**src/rtl/assert_macros.svh**
```systemverilog
// ----------------------------------------------------------------------------
// assert_macros: concurrent assertion shorthands
// clocked properties with an active-low reset that disables them
// ----------------------------------------------------------------------------
`ifndef ASSERT_MACROS_SVH
`define ASSERT_MACROS_SVH

`ifndef SYNTHESIS
`define MFB_ASSERT(lbl, clk, rst_n, prop) \
  lbl: assert property (@(posedge clk) disable iff (!rst_n) prop) \
    else $error("%m: property failed");
`define MFB_ASSERT_NEVER(lbl, clk, rst_n, expr) \
  lbl: assert property (@(posedge clk) disable iff (!rst_n) !(expr)) \
    else $error("%m: forbidden condition seen");
`else
`define MFB_ASSERT(lbl, clk, rst_n, prop)
`define MFB_ASSERT_NEVER(lbl, clk, rst_n, expr)
`endif

`endif

```
**src/rtl/mfb_pkg.sv**
```systemverilog
// ----------------------------------------------------------------------------
// mfb_pkg: shared types and constants of the motor feedback tracker
// config register map, config struct and shared multiply-accumulate control
// ----------------------------------------------------------------------------
`default_nettype none

package mfb_pkg;

  localparam int CfgIdxW  = 3;
  localparam int CfgDataW = 17;

  // encoder counts per rotor turn
  localparam int EncoderCounts = 8192;

  typedef enum logic [CfgIdxW-1:0] {
    CFG_EXPECTED_ID  = 3'd0,
    CFG_REVERSE_DIR  = 3'd1,
    CFG_GEAR_RECIP   = 3'd2,
    CFG_TIMEOUT_MS   = 3'd3,
    CFG_TEMP_PRESENT = 3'd4
  } cfg_idx_t;

  typedef struct packed {
    logic [10:0] expected_id;
    logic        reverse_dir;
    logic [16:0] gear_recip_q16;
    logic [15:0] timeout_ms;
    logic        temp_present;
  } cfg_t;

  // shared multiplier operand and accumulator widths
  localparam int MacAW = 25;
  localparam int MacBW = 18;
  localparam int AccW  = 56;

  typedef enum logic [1:0] {
    SH_0,
    SH_8,
    SH_18
  } mac_shift_t;

  typedef struct packed {
    logic       en;
    logic       accum;
    mac_shift_t shift;
  } mac_ctl_t;

  // low-pass filter coefficients in Q16
  localparam logic [16:0] AlphaQ16 = 17'd55706;
  localparam logic [16:0] BetaQ16  = 17'd9830;

endpackage

`default_nettype wire

```
**src/rtl/mfb_cfg.sv**
```systemverilog
// ----------------------------------------------------------------------------
// mfb_cfg: configuration register file
// holds the five tracker settings, written one beat at a time
// ----------------------------------------------------------------------------
`default_nettype none

module mfb_cfg (
  input  wire logic                         clk,
  input  wire logic                         rst_n,
  input  wire logic                         cfg_valid,
  output logic                              cfg_ready,
  input  wire logic [mfb_pkg::CfgIdxW-1:0]  cfg_index,
  input  wire logic [mfb_pkg::CfgDataW-1:0] cfg_data,
  output mfb_pkg::cfg_t                     cfg
);
  import mfb_pkg::*;

  cfg_t cfg_r;

  assign cfg_ready = 1'b1;
  assign cfg       = cfg_r;

  always_ff @(posedge clk) begin
    if (!rst_n) begin
      cfg_r.expected_id    <= 11'd513;
      cfg_r.reverse_dir    <= 1'b0;
      cfg_r.gear_recip_q16 <= 17'd65536;
      cfg_r.timeout_ms     <= 16'd100;
      cfg_r.temp_present   <= 1'b1;
    end else if (cfg_valid) begin
      unique case (cfg_idx_t'(cfg_index))
        CFG_EXPECTED_ID:  cfg_r.expected_id    <= cfg_data[10:0];
        CFG_REVERSE_DIR:  cfg_r.reverse_dir    <= cfg_data[0];
        CFG_GEAR_RECIP:   cfg_r.gear_recip_q16 <= cfg_data;
        CFG_TIMEOUT_MS:   cfg_r.timeout_ms     <= cfg_data[15:0];
        CFG_TEMP_PRESENT: cfg_r.temp_present   <= cfg_data[0];
        default: ;
      endcase
    end
  end

endmodule

`default_nettype wire

```
**src/rtl/mfb_mac.sv**
```systemverilog
// ----------------------------------------------------------------------------
// mfb_mac: shared signed multiply-accumulate unit
// one 25x18 product per cycle while ctl.en is set, shifted and loaded or added into the accumulator
// ----------------------------------------------------------------------------
`default_nettype none

module mfb_mac (
  input  wire logic                             clk,
  input  wire mfb_pkg::mac_ctl_t                ctl,
  input  wire logic signed [mfb_pkg::MacAW-1:0] op_a,
  input  wire logic signed [mfb_pkg::MacBW-1:0] op_b,
  output logic signed [mfb_pkg::AccW-1:0]       acc
);
  import mfb_pkg::*;

  localparam int ProdW = MacAW + MacBW;

  logic signed [ProdW-1:0] prod;
  logic signed [AccW-1:0]  prod_x;
  logic signed [AccW-1:0]  addend;
  logic signed [AccW-1:0]  base;
  logic signed [AccW-1:0]  acc_r;

  assign prod   = op_a * op_b;
  assign prod_x = AccW'(prod);
  assign base   = ctl.accum ? acc_r : '0;
  assign acc    = acc_r;

  always_comb begin
    unique case (ctl.shift)
      SH_0:    addend = prod_x;
      SH_8:    addend = prod_x <<< 8;
      SH_18:   addend = prod_x <<< 18;
      default: addend = prod_x;
    endcase
  end

  always_ff @(posedge clk) begin
    if (ctl.en) begin
      acc_r <= base + addend;
    end
  end

endmodule

`default_nettype wire

```
**src/rtl/motor_feedback_tracker.sv**
```systemverilog
// Sequence: a matching frame runs S_F1, S_F2 (filter), S_COMMIT, S_DIR, S_M1 to S_M5
// (scaling) and S_OUT; a tick or a non-matching frame starts at S_DIR. in_stall is
// high until S_OUT loads the result beat, so no new item is taken while one is in
// work; the single 25x18 multiply-accumulate unit is shared by filter and scaling.
// Reset: synchronous active-low rst_n clears config to defaults, all tracking
// state to zero and out_valid; the block is ready right after reset.
// ----------------------------------------------------------------------------
// motor_feedback_tracker: motor feedback tracker top level
// unwraps the encoder into turns, filters speed, scales to the output shaft
// ----------------------------------------------------------------------------
`default_nettype none

`include "assert_macros.svh"

module motor_feedback_tracker #(
  parameter int ROUND_BITS     = 24
) (
  input  wire logic                         clk,
  input  wire logic                         rst_n,
  // configuration
  input  wire logic                         cfg_valid,
  output logic                              cfg_ready,
  input  wire logic [mfb_pkg::CfgIdxW-1:0]  cfg_index,
  input  wire logic [mfb_pkg::CfgDataW-1:0] cfg_data,
  // input beats
  input  wire logic                         in_valid,
  output logic                              in_stall,
  input  wire logic                         in_kind,
  input  wire logic [10:0]                  in_frame_id,
  input  wire logic [6:0]                   in_frame_len,
  input  wire logic [12:0]                  in_encoder_raw,
  input  wire logic signed [15:0]           in_rpm_raw,
  input  wire logic signed [15:0]           in_current_in,
  input  wire logic [7:0]                   in_temp_in,
  // result beats
  output logic                              out_valid,
  input  wire logic                         out_stall,
  output logic                              out_accepted,
  output logic                              out_online,
  output logic signed [13:0]                out_rotor_angle_counts,
  output logic signed [36:0]                out_rotor_total_counts,
  output logic signed [13:0]                out_shaft_angle_counts,
  output logic signed [36:0]                out_shaft_total_counts,
  output logic signed [23:0]                out_rotor_speed_q8,
  output logic signed [23:0]                out_shaft_speed_q8,
  output logic signed [15:0]                out_current_out,
  output logic [7:0]                        out_temp_out
);
  import mfb_pkg::*;

  localparam int EncW    = $clog2(EncoderCounts);
  localparam int HalfCnt = EncoderCounts / 2;
  localparam int TotW    = ROUND_BITS + EncW + 2;
  localparam int TotExtW = (TotW > 38) ? TotW : 38;
  localparam int QW      = AccW - 16;

  localparam logic [12:0] EncMask    = 13'(EncoderCounts - 1);
  localparam logic [6:0]  FrameLenOk = 7'd8;

  localparam logic signed [ROUND_BITS-1:0] RoundOne = ROUND_BITS'(1);
  localparam logic signed [ROUND_BITS-1:0] RoundMax = {1'b0, {(ROUND_BITS-1){1'b1}}};
  localparam logic signed [ROUND_BITS-1:0] RoundMin = {1'b1, {(ROUND_BITS-1){1'b0}}};

  localparam logic signed [AccW-1:0] RndHalf = AccW'(32768);

  localparam logic signed [13:0] S14Max = 14'sh1FFF;
  localparam logic signed [13:0] S14Min = 14'sh2000;
  localparam logic signed [23:0] S24Max = 24'sh7FFFFF;
  localparam logic signed [23:0] S24Min = 24'sh800000;
  localparam logic signed [36:0] S37Max = 37'sh0FFFFFFFFF;
  localparam logic signed [36:0] S37Min = 37'sh1000000000;

  typedef enum logic [3:0] {
    S_IDLE,
    S_F1,
    S_F2,
    S_COMMIT,
    S_DIR,
    S_M1,
    S_M2,
    S_M3,
    S_M4,
    S_M5,
    S_OUT
  } state_t;

  state_t state_r;

  cfg_t cfg;

  mfb_cfg u_cfg (
    .clk       (clk),
    .rst_n     (rst_n),
    .cfg_valid (cfg_valid),
    .cfg_ready (cfg_ready),
    .cfg_index (cfg_index),
    .cfg_data  (cfg_data),
    .cfg       (cfg)
  );

  // captured item
  logic                    match_r;
  logic [12:0]             enc_in_r;
  logic signed [15:0]      rpm_in_r;
  logic signed [15:0]      cur_in_r;
  logic [7:0]              temp_in_r;

  // tracking state
  logic                    seen_r;
  logic [12:0]             prev_enc_r;
  logic signed [ROUND_BITS-1:0] round_cnt_r;
  logic signed [ROUND_BITS-1:0] round_cnt_nxt;
  logic signed [23:0]      speed_r;
  logic signed [15:0]      held_cur_r;
  logic [7:0]              held_temp_r;
  logic [15:0]             ms_r;
  logic [15:0]             ms_nxt;
  logic                    online_r;

  // directed values and scaled results
  logic signed [13:0]      ra_r;
  logic signed [36:0]      rt_r;
  logic signed [23:0]      rs_r;
  logic signed [13:0]      ra_sc_r;
  logic signed [23:0]      rs_sc_r;
  logic signed [36:0]      rt_sc_r;

  // output beat
  logic                    out_valid_r;
  logic                    out_load;
  logic                    out_acc_r;
  logic                    out_online_r;
  logic signed [13:0]      out_ra_r;
  logic signed [36:0]      out_rt_r;
  logic signed [13:0]      out_sa_r;
  logic signed [36:0]      out_st_r;
  logic signed [23:0]      out_rs_r;
  logic signed [23:0]      out_ss_r;
  logic signed [15:0]      out_cur_r;
  logic [7:0]              out_temp_r;

  logic                    frame_match;
  logic signed [14:0]      delta_s;

  mac_ctl_t                mac_ctl;
  logic signed [MacAW-1:0] mac_a;
  logic signed [MacBW-1:0] mac_b;
  logic signed [AccW-1:0]  acc;
  logic signed [MacBW-1:0] gear_b;

  logic signed [AccW-1:0]  acc_rnd;
  logic signed [QW-1:0]    q;
  logic signed [13:0]      q_s14;
  logic signed [23:0]      q_s24;
  logic signed [36:0]      q_s37;

  logic signed [TotExtW-1:0] tot_s;
  logic signed [TotExtW-1:0] tot_dir;
  logic signed [36:0]        rt_dir;
  logic signed [13:0]        ra_dir;
  logic signed [23:0]        rs_dir;

  assign in_stall = (state_r != S_IDLE);

  assign frame_match = !in_kind && (in_frame_id == cfg.expected_id) &&
                       (in_frame_len == FrameLenOk);

  assign ms_nxt = (ms_r == 16'hFFFF) ? ms_r : ms_r + 16'd1;

  assign out_load = (state_r == S_OUT) && (!out_valid_r || !out_stall);

  // encoder unwrap
  assign delta_s = $signed({2'b00, enc_in_r}) - $signed({2'b00, prev_enc_r});

  always_comb begin
    round_cnt_nxt = round_cnt_r;
    if (seen_r) begin
      if (int'(delta_s) > HalfCnt) begin
        if (round_cnt_r != RoundMin) round_cnt_nxt = round_cnt_r - RoundOne;
      end else if (int'(delta_s) < -HalfCnt) begin
        if (round_cnt_r != RoundMax) round_cnt_nxt = round_cnt_r + RoundOne;
      end
    end
  end

  // shared multiplier operands
  assign gear_b = $signed({1'b0, cfg.gear_recip_q16});

  always_comb begin
    mac_ctl = '{en: 1'b0, accum: 1'b0, shift: SH_0};
    mac_a   = '0;
    mac_b   = gear_b;
    unique case (state_r)
      S_F1: begin
        mac_ctl = '{en: 1'b1, accum: 1'b0, shift: SH_0};
        mac_a   = MacAW'(speed_r);
        mac_b   = $signed({1'b0, AlphaQ16});
      end
      S_F2: begin
        mac_ctl = '{en: 1'b1, accum: 1'b1, shift: SH_8};
        mac_a   = MacAW'(rpm_in_r);
        mac_b   = $signed({1'b0, BetaQ16});
      end
      S_M1: begin
        mac_ctl = '{en: 1'b1, accum: 1'b0, shift: SH_0};
        mac_a   = MacAW'(ra_r);
      end
      S_M2: begin
        mac_ctl = '{en: 1'b1, accum: 1'b0, shift: SH_0};
        mac_a   = MacAW'(rs_r);
      end
      S_M3: begin
        mac_ctl = '{en: 1'b1, accum: 1'b0, shift: SH_18};
        mac_a   = MacAW'($signed(rt_r[36:18]));
      end
      S_M4: begin
        mac_ctl = '{en: 1'b1, accum: 1'b1, shift: SH_0};
        mac_a   = $signed({7'b0, rt_r[17:0]});
      end
      default: ;
    endcase
  end

  mfb_mac u_mac (
    .clk  (clk),
    .ctl  (mac_ctl),
    .op_a (mac_a),
    .op_b (mac_b),
    .acc  (acc)
  );

  // round half up out of Q16 and saturate
  assign acc_rnd = acc + RndHalf;
  assign q       = QW'(acc_rnd >>> 16);

  always_comb begin
    if ((&q[QW-1:13]) || !(|q[QW-1:13])) q_s14 = q[13:0];
    else q_s14 = q[QW-1] ? S14Min : S14Max;
    if ((&q[QW-1:23]) || !(|q[QW-1:23])) q_s24 = q[23:0];
    else q_s24 = q[QW-1] ? S24Min : S24Max;
    if ((&q[QW-1:36]) || !(|q[QW-1:36])) q_s37 = q[36:0];
    else q_s37 = q[QW-1] ? S37Min : S37Max;
  end

  // direction applied to rotor values
  assign tot_s   = (TotExtW'(round_cnt_r) <<< EncW) +
                   TotExtW'($signed({1'b0, prev_enc_r}));
  assign tot_dir = cfg.reverse_dir ? -tot_s : tot_s;
  assign ra_dir  = cfg.reverse_dir ? -$signed({1'b0, prev_enc_r}) :
                                     $signed({1'b0, prev_enc_r});

  always_comb begin
    if ((&tot_dir[TotExtW-1:36]) || !(|tot_dir[TotExtW-1:36])) rt_dir = tot_dir[36:0];
    else rt_dir = tot_dir[TotExtW-1] ? S37Min : S37Max;
    if (!cfg.reverse_dir) rs_dir = speed_r;
    else if (speed_r == S24Min) rs_dir = S24Max;
    else rs_dir = -speed_r;
  end

  always_ff @(posedge clk) begin
    if (!rst_n) begin
      state_r     <= S_IDLE;
      out_valid_r <= 1'b0;
      seen_r      <= 1'b0;
      prev_enc_r  <= '0;
      round_cnt_r <= '0;
      speed_r     <= '0;
      held_cur_r  <= '0;
      held_temp_r <= '0;
      ms_r        <= '0;
      online_r    <= 1'b0;
    end else begin
      out_valid_r <= out_load || (out_valid_r && out_stall);
      unique case (state_r)
        S_IDLE: begin
          if (in_valid) begin
            match_r   <= frame_match;
            enc_in_r  <= in_encoder_raw & EncMask;
            rpm_in_r  <= in_rpm_raw;
            cur_in_r  <= in_current_in;
            temp_in_r <= in_temp_in;
            if (in_kind) begin
              ms_r <= ms_nxt;
              if (online_r && (ms_nxt > cfg.timeout_ms)) online_r <= 1'b0;
            end
            state_r <= frame_match ? S_F1 : S_DIR;
          end
        end
        S_F1: state_r <= S_F2;
        S_F2: state_r <= S_COMMIT;
        S_COMMIT: begin
          seen_r      <= 1'b1;
          prev_enc_r  <= enc_in_r;
          round_cnt_r <= round_cnt_nxt;
          speed_r     <= q_s24;
          held_cur_r  <= cur_in_r;
          if (cfg.temp_present) held_temp_r <= temp_in_r;
          ms_r        <= '0;
          online_r    <= 1'b1;
          state_r     <= S_DIR;
        end
        S_DIR: begin
          ra_r    <= ra_dir;
          rt_r    <= rt_dir;
          rs_r    <= rs_dir;
          state_r <= S_M1;
        end
        S_M1: state_r <= S_M2;
        S_M2: begin
          ra_sc_r <= q_s14;
          state_r <= S_M3;
        end
        S_M3: begin
          rs_sc_r <= q_s24;
          state_r <= S_M4;
        end
        S_M4: state_r <= S_M5;
        S_M5: begin
          rt_sc_r <= q_s37;
          state_r <= S_OUT;
        end
        S_OUT: begin
          if (out_load) begin
            out_acc_r    <= match_r;
            out_online_r <= online_r;
            out_ra_r     <= ra_r;
            out_rt_r     <= rt_r;
            out_sa_r     <= ra_sc_r;
            out_st_r     <= rt_sc_r;
            out_rs_r     <= rs_r;
            out_ss_r     <= rs_sc_r;
            out_cur_r    <= held_cur_r;
            out_temp_r   <= held_temp_r;
            state_r      <= S_IDLE;
          end
        end
        default: state_r <= S_IDLE;
      endcase
    end
  end

  assign out_valid              = out_valid_r;
  assign out_accepted           = out_acc_r;
  assign out_online             = out_online_r;
  assign out_rotor_angle_counts = out_ra_r;
  assign out_rotor_total_counts = out_rt_r;
  assign out_shaft_angle_counts = out_sa_r;
  assign out_shaft_total_counts = out_st_r;
  assign out_rotor_speed_q8     = out_rs_r;
  assign out_shaft_speed_q8     = out_ss_r;
  assign out_current_out        = out_cur_r;
  assign out_temp_out           = out_temp_r;

  // turn count moves only on a committed frame
  `MFB_ASSERT(a_round_hold, clk, rst_n, (state_r != S_COMMIT) |=> $stable(round_cnt_r))
  // online only comes up from a committed frame
  `MFB_ASSERT(a_online_rise, clk, rst_n, $rose(online_r) |-> $past(state_r == S_COMMIT))
  // a new result beat only leaves the output state
  `MFB_ASSERT(a_out_from_seq, clk, rst_n, $rose(out_valid_r) |-> $past(state_r == S_OUT))

endmodule

`default_nettype wire

```
**config.mk**
```make
export PLATFORM = sky130hd
export DESIGN_NAME = motor_feedback_tracker
export DESIGN_NICKNAME = d
export VERILOG_FILES = /design/src/rtl/mfb_pkg.sv /design/src/rtl/mfb_cfg.sv /design/src/rtl/mfb_mac.sv /design/src/rtl/motor_feedback_tracker.sv
export VERILOG_INCLUDE_DIRS = /design/src /design/src/rtl
export SDC_FILE = /design/constraint.sdc
export NUM_CORES = 2
export LEC_CHECK = 0
export ABC_CLOCK_PERIOD_IN_PS = 49900
export BUFFER_PORTS_ARGS = -buffer_cell sky130_fd_sc_hd__buf_2
export CORE_MARGIN = 5
export CORE_UTILIZATION = 27
export CTS_CLUSTER_SIZE = 28
export DETAILED_ROUTE_END_ITERATION = 10
export SETUP_SLACK_MARGIN = 0.15
export SYNTH_ARGS = -nofsm -noshare
export SYNTH_HDL_FRONTEND = slang
export SYNTH_SLANG_ARGS = --single-unit
```
**constraint.sdc**
```tcl
create_clock -name clk -period 49.9 [get_ports clk]
set_input_delay 9.98 -clock clk [delete_from_list [all_inputs] [get_ports clk]]
set_output_delay 9.98 -clock clk [all_outputs]
set_load 0.05 [all_outputs]
```
==> run_results.csv <==
group,metric,value,unit
synthesis,netlist_instances,4587,
setup_path,arrival,2.21,ns
timing,rsz0062_at_grt,"no",
timing,worst_pin_slew,1.23,ns
synthesis,synth_seq_cells,590,
setup_path,cp_cell_sequence,"nor2_1 > nand2_1 > buf_2",
cts,cts_resized,0,
cts,insertion_delay,0.67,ns
cts,cts.sinks,590,
power_and_ir_drop,p_clk_frac,0.235,
power_and_ir_drop,p_seq_frac,0.322,
route,drc,0,
setup_path,cp.required,39.92,ns
layout,drive_gt1_frac,0.103,
timing,finalSetupTns,0,ns
synthesis,yosys_warnings,0,
setup_path,cpLargestDelayFamily,"flip-flops",
route,drt_iter0_drc,3084,
timing,slew_headroom,0.178,
setup_path,crit_buf_inv,1,
route,dr.pass1.iters,6,
layout,nNetsFinal,5483,
setup_path,path_class,"register to primary output",
floorplanning,die_w,415,um
route,wl,135000,um
global_routing,grt_pass1_vias,34614,
placement,gp_congestion,0.925,
timing,finalCritPeriodShare,0.244,
floorplanning,start_util,0.272,
setup_path,end_kind,"primary output",
synthesis,yosys_most_used_dff,"edfxtp_1",
timing,fmax,82.0,MHz
setup_path,slowest_stage,"dfxtp_1",
synthesis,netlist_area,44400,um2
timing,finClkSkew,0.0654,ns
cts,h-tree-depth,2,
timing,holdWs,0.415,ns
floorplanning,ioPinCount,276,
floorplanning,design.core.area,163000,um2
floorplanning,fp-row-count,148,
global_routing,grt_usage,0.152,
cts,postCtsSetupBuffers,0,
global_routing,grt_pass1_wl,209000,um
cts,cts_buffers,58,
synthesis,ys_async_sr_fraction,0,
cts,cts-root-buf,"clkbuf_16",
outcome,outcome,"completed",
power_and_ir_drop,internal_power,0.00112,W
layout,area_growth,13.0,%
timing,setup_violations,0,
synthesis,synth_edf_count,436,
power_and_ir_drop,pwr-share-comb,0.443,
power_and_ir_drop,power-per-cell-area,38.5,nW/um2
global_routing,antenna_found_initial,1,
global_routing,grt-ovfl-total,0,
placement,port_buffers,274,
cts,cts_hold_buf,0,
synthesis,syn_area_per_cell,9.68,um2
synthesis,synth_nets,5305,
route,ant_nets,0,
power_and_ir_drop,max-vdd-ir-drop,0.0356,mV
timing,finalHoldViolCount,0,
power_and_ir_drop,p_total,0.00193,W
route,vias_per_cell,4.89,
synthesis,synth_cell_types,85,
timing,finalMaxSlewViolations,0,
cts,clkTransAtPathRegs,0.07,ns
setup_path,critPathLaunchType,"register",
setup_path,max_stage_delay,0.71,ns
timing,final.min_clock_period,12.19,ns
power_and_ir_drop,p_switching,0.000813,W
synthesis,yosysSeqAreaShare,0.364,
cts,clock_path_buffers,3,
route,wire_per_inst,19.4,um
floorplanning,die_area,173000,um2
floorplanning,die_y,415,um
run,cap_violations,0,
cts,cts_tree,"yes",
route,dr_total_vias,34176,
global_routing,grt_max_degree,159,
placement,hpwl,106000,um
hold_path,hold_path.class,"register to register",
setup_path,cp_max_fo,16,
power_and_ir_drop,p_leak,20.8,nW
power_and_ir_drop,p_sw_frac,0.421,
[through the flow]
step,std cells,area (um2),worst slack (ns),util
4_1_cts,6990,50200,37.53,0.307
2_1_floorplan,4587,44400,26.59,-
6_report,6993,50200,37.71,0.308
3_5_place_dp,6880,48200,37.16,0.295
5_1_grt,6990,50200,36.77,0.307
3_3_place_gp,6880,48200,37.21,0.295
[flip-flops by register name (all words and copies together) (netlist names), 13 cells and up]
register / flops
cur_in_r: 16
enc_in_r: 13
held_cur_r: 16
ms_r: 16
out_current_out: 16
out_rotor_angle_counts: 14
out_rotor_speed_q8: 24
out_rotor_total_counts: 37
out_shaft_angle_counts: 14
out_shaft_speed_q8: 24
out_shaft_total_counts: 37
prev_enc_r: 13
ra_r: 14
ra_sc_r: 14
round_cnt_r: 24
rpm_in_r: 16
rs_r: 24
rs_sc_r: 24
rt_r: 37
rt_sc_r: 37
speed_r: 24
u_cfg.cfg: 46
u_mac.acc: 56
[worst register-to-register path, delay by kind of cell (launching register included)]
family | cells | cell delay [ns]
buf+inv | 6 | 1.44
fa+ha+maj | 8 | 3.79
compound gates | 15 | 3.85
xor+xnor | 1 | 0.12
flops | 1 | 0.69
simple gates | 8 | 1.92
[synthesized netlist by cell type (all sizes together), types with 49 or more instances]
cell,count,area (um2)
o21ai,231,1220
ha,213,2670
a21oi,292,1470
nor3,49,250
xor2,104,911
xnor2,117,1020
edfxtp,436,13100
nor2,398,1500
a22oi,58,435
nand3,124,631
fa,408,8170
dfxtp,154,3080
nand2,555,2080
nor2b,77,482
inv,613,2300
clkbuf,189,709
[cell families after synthesis]
group,Yosys count,synth area share
AND/OR/NAND/NOR,1436,0.148
AO/OA/AOI/OAI,891,0.128
buffers and inverters,818,0.0701
adder cells (fa/ha/maj),621,0.244
flip-flops,590,0.364
XOR/XNOR,221,0.0436
multiplexers,9,0.00206
other,1,0.0000845
[cells in the final DEF, fill, tap and decap left out, drive strengths merged, types with 11 or more instances in the layout]
cell type / count
clkbuf: 77
o21ai: 231
o21a: 13
o22ai: 11
a221o: 28
a22oi: 58
o21bai: 12
and2: 21
nor3: 49
buf: 323
or4: 15
or3: 19
a31oi: 18
nor4: 17
o211ai: 26
nand2: 555
inv: 620
a211oi: 13
o31ai: 23
a21oi: 292
dfxtp: 154
and3: 39
a221oi: 15
xnor2: 117
nand4: 45
o221ai: 11
fa: 408
ha: 213
o21ba: 20
xor2: 104
nor2b: 77
clkinv: 18
nor2: 398
nand3: 124
edfxtp: 436
o41ai: 11
nand2b: 25
a21o: 48
and4: 15
[final cells by class]
type	count	area, um2
diodes	3	7.51
clock inverters	33	380
multi-input cells	3179	25200
well taps	2175	2720
fillers	16850	113000
inverters	613	2300
repair buffers	323	1750
clock buffers	77	1580
flip-flops and latches	590	16200
[worst paths after layout]
kind                  from                  to  slack (ns)  cells past startpoint
max             state_r[3]            in_stall       37.71                      3
min          held_cur_r[9]  out_current_out[9]        0.42                      0
max reg2reg     state_r[1]       u_mac.acc[55]       37.78                     38
min reg2reg  held_cur_r[9]  out_current_out[9]        0.42                      0
[layer usage]
metal | wire (um) | vias up | GRT usage | part of all wire
met3 | 9990 | 211 | 0.0280 | 0.074
li1 | - | 15848 | - | -
met5 | 0 | - | 0 | 0
met1 | 58900 | 16874 | 0.207 | 0.43
met4 | 4400 | 0 | 0.0437 | 0.033
met2 | 62100 | 1243 | 0.248 | 0.46
[power groups by stage]
| stage | combinational [W] | clock [W] | sequential, W |
|---|---|---|---|
| after floorplan | 0.000587 | 0 | 0.000615 |
| after global placement | 0.000835 | 0 | 0.000629 |
| after detailed placement | 0.000845 | 0 | 0.000631 |
| after CTS | 0.000849 | 0.000461 | 0.000621 |
| after global routing | 0.000942 | 0.000483 | 0.000625 |
| final | 0.000856 | 0.000453 | 0.000622 |
Power figures use the tool's default switching activity.
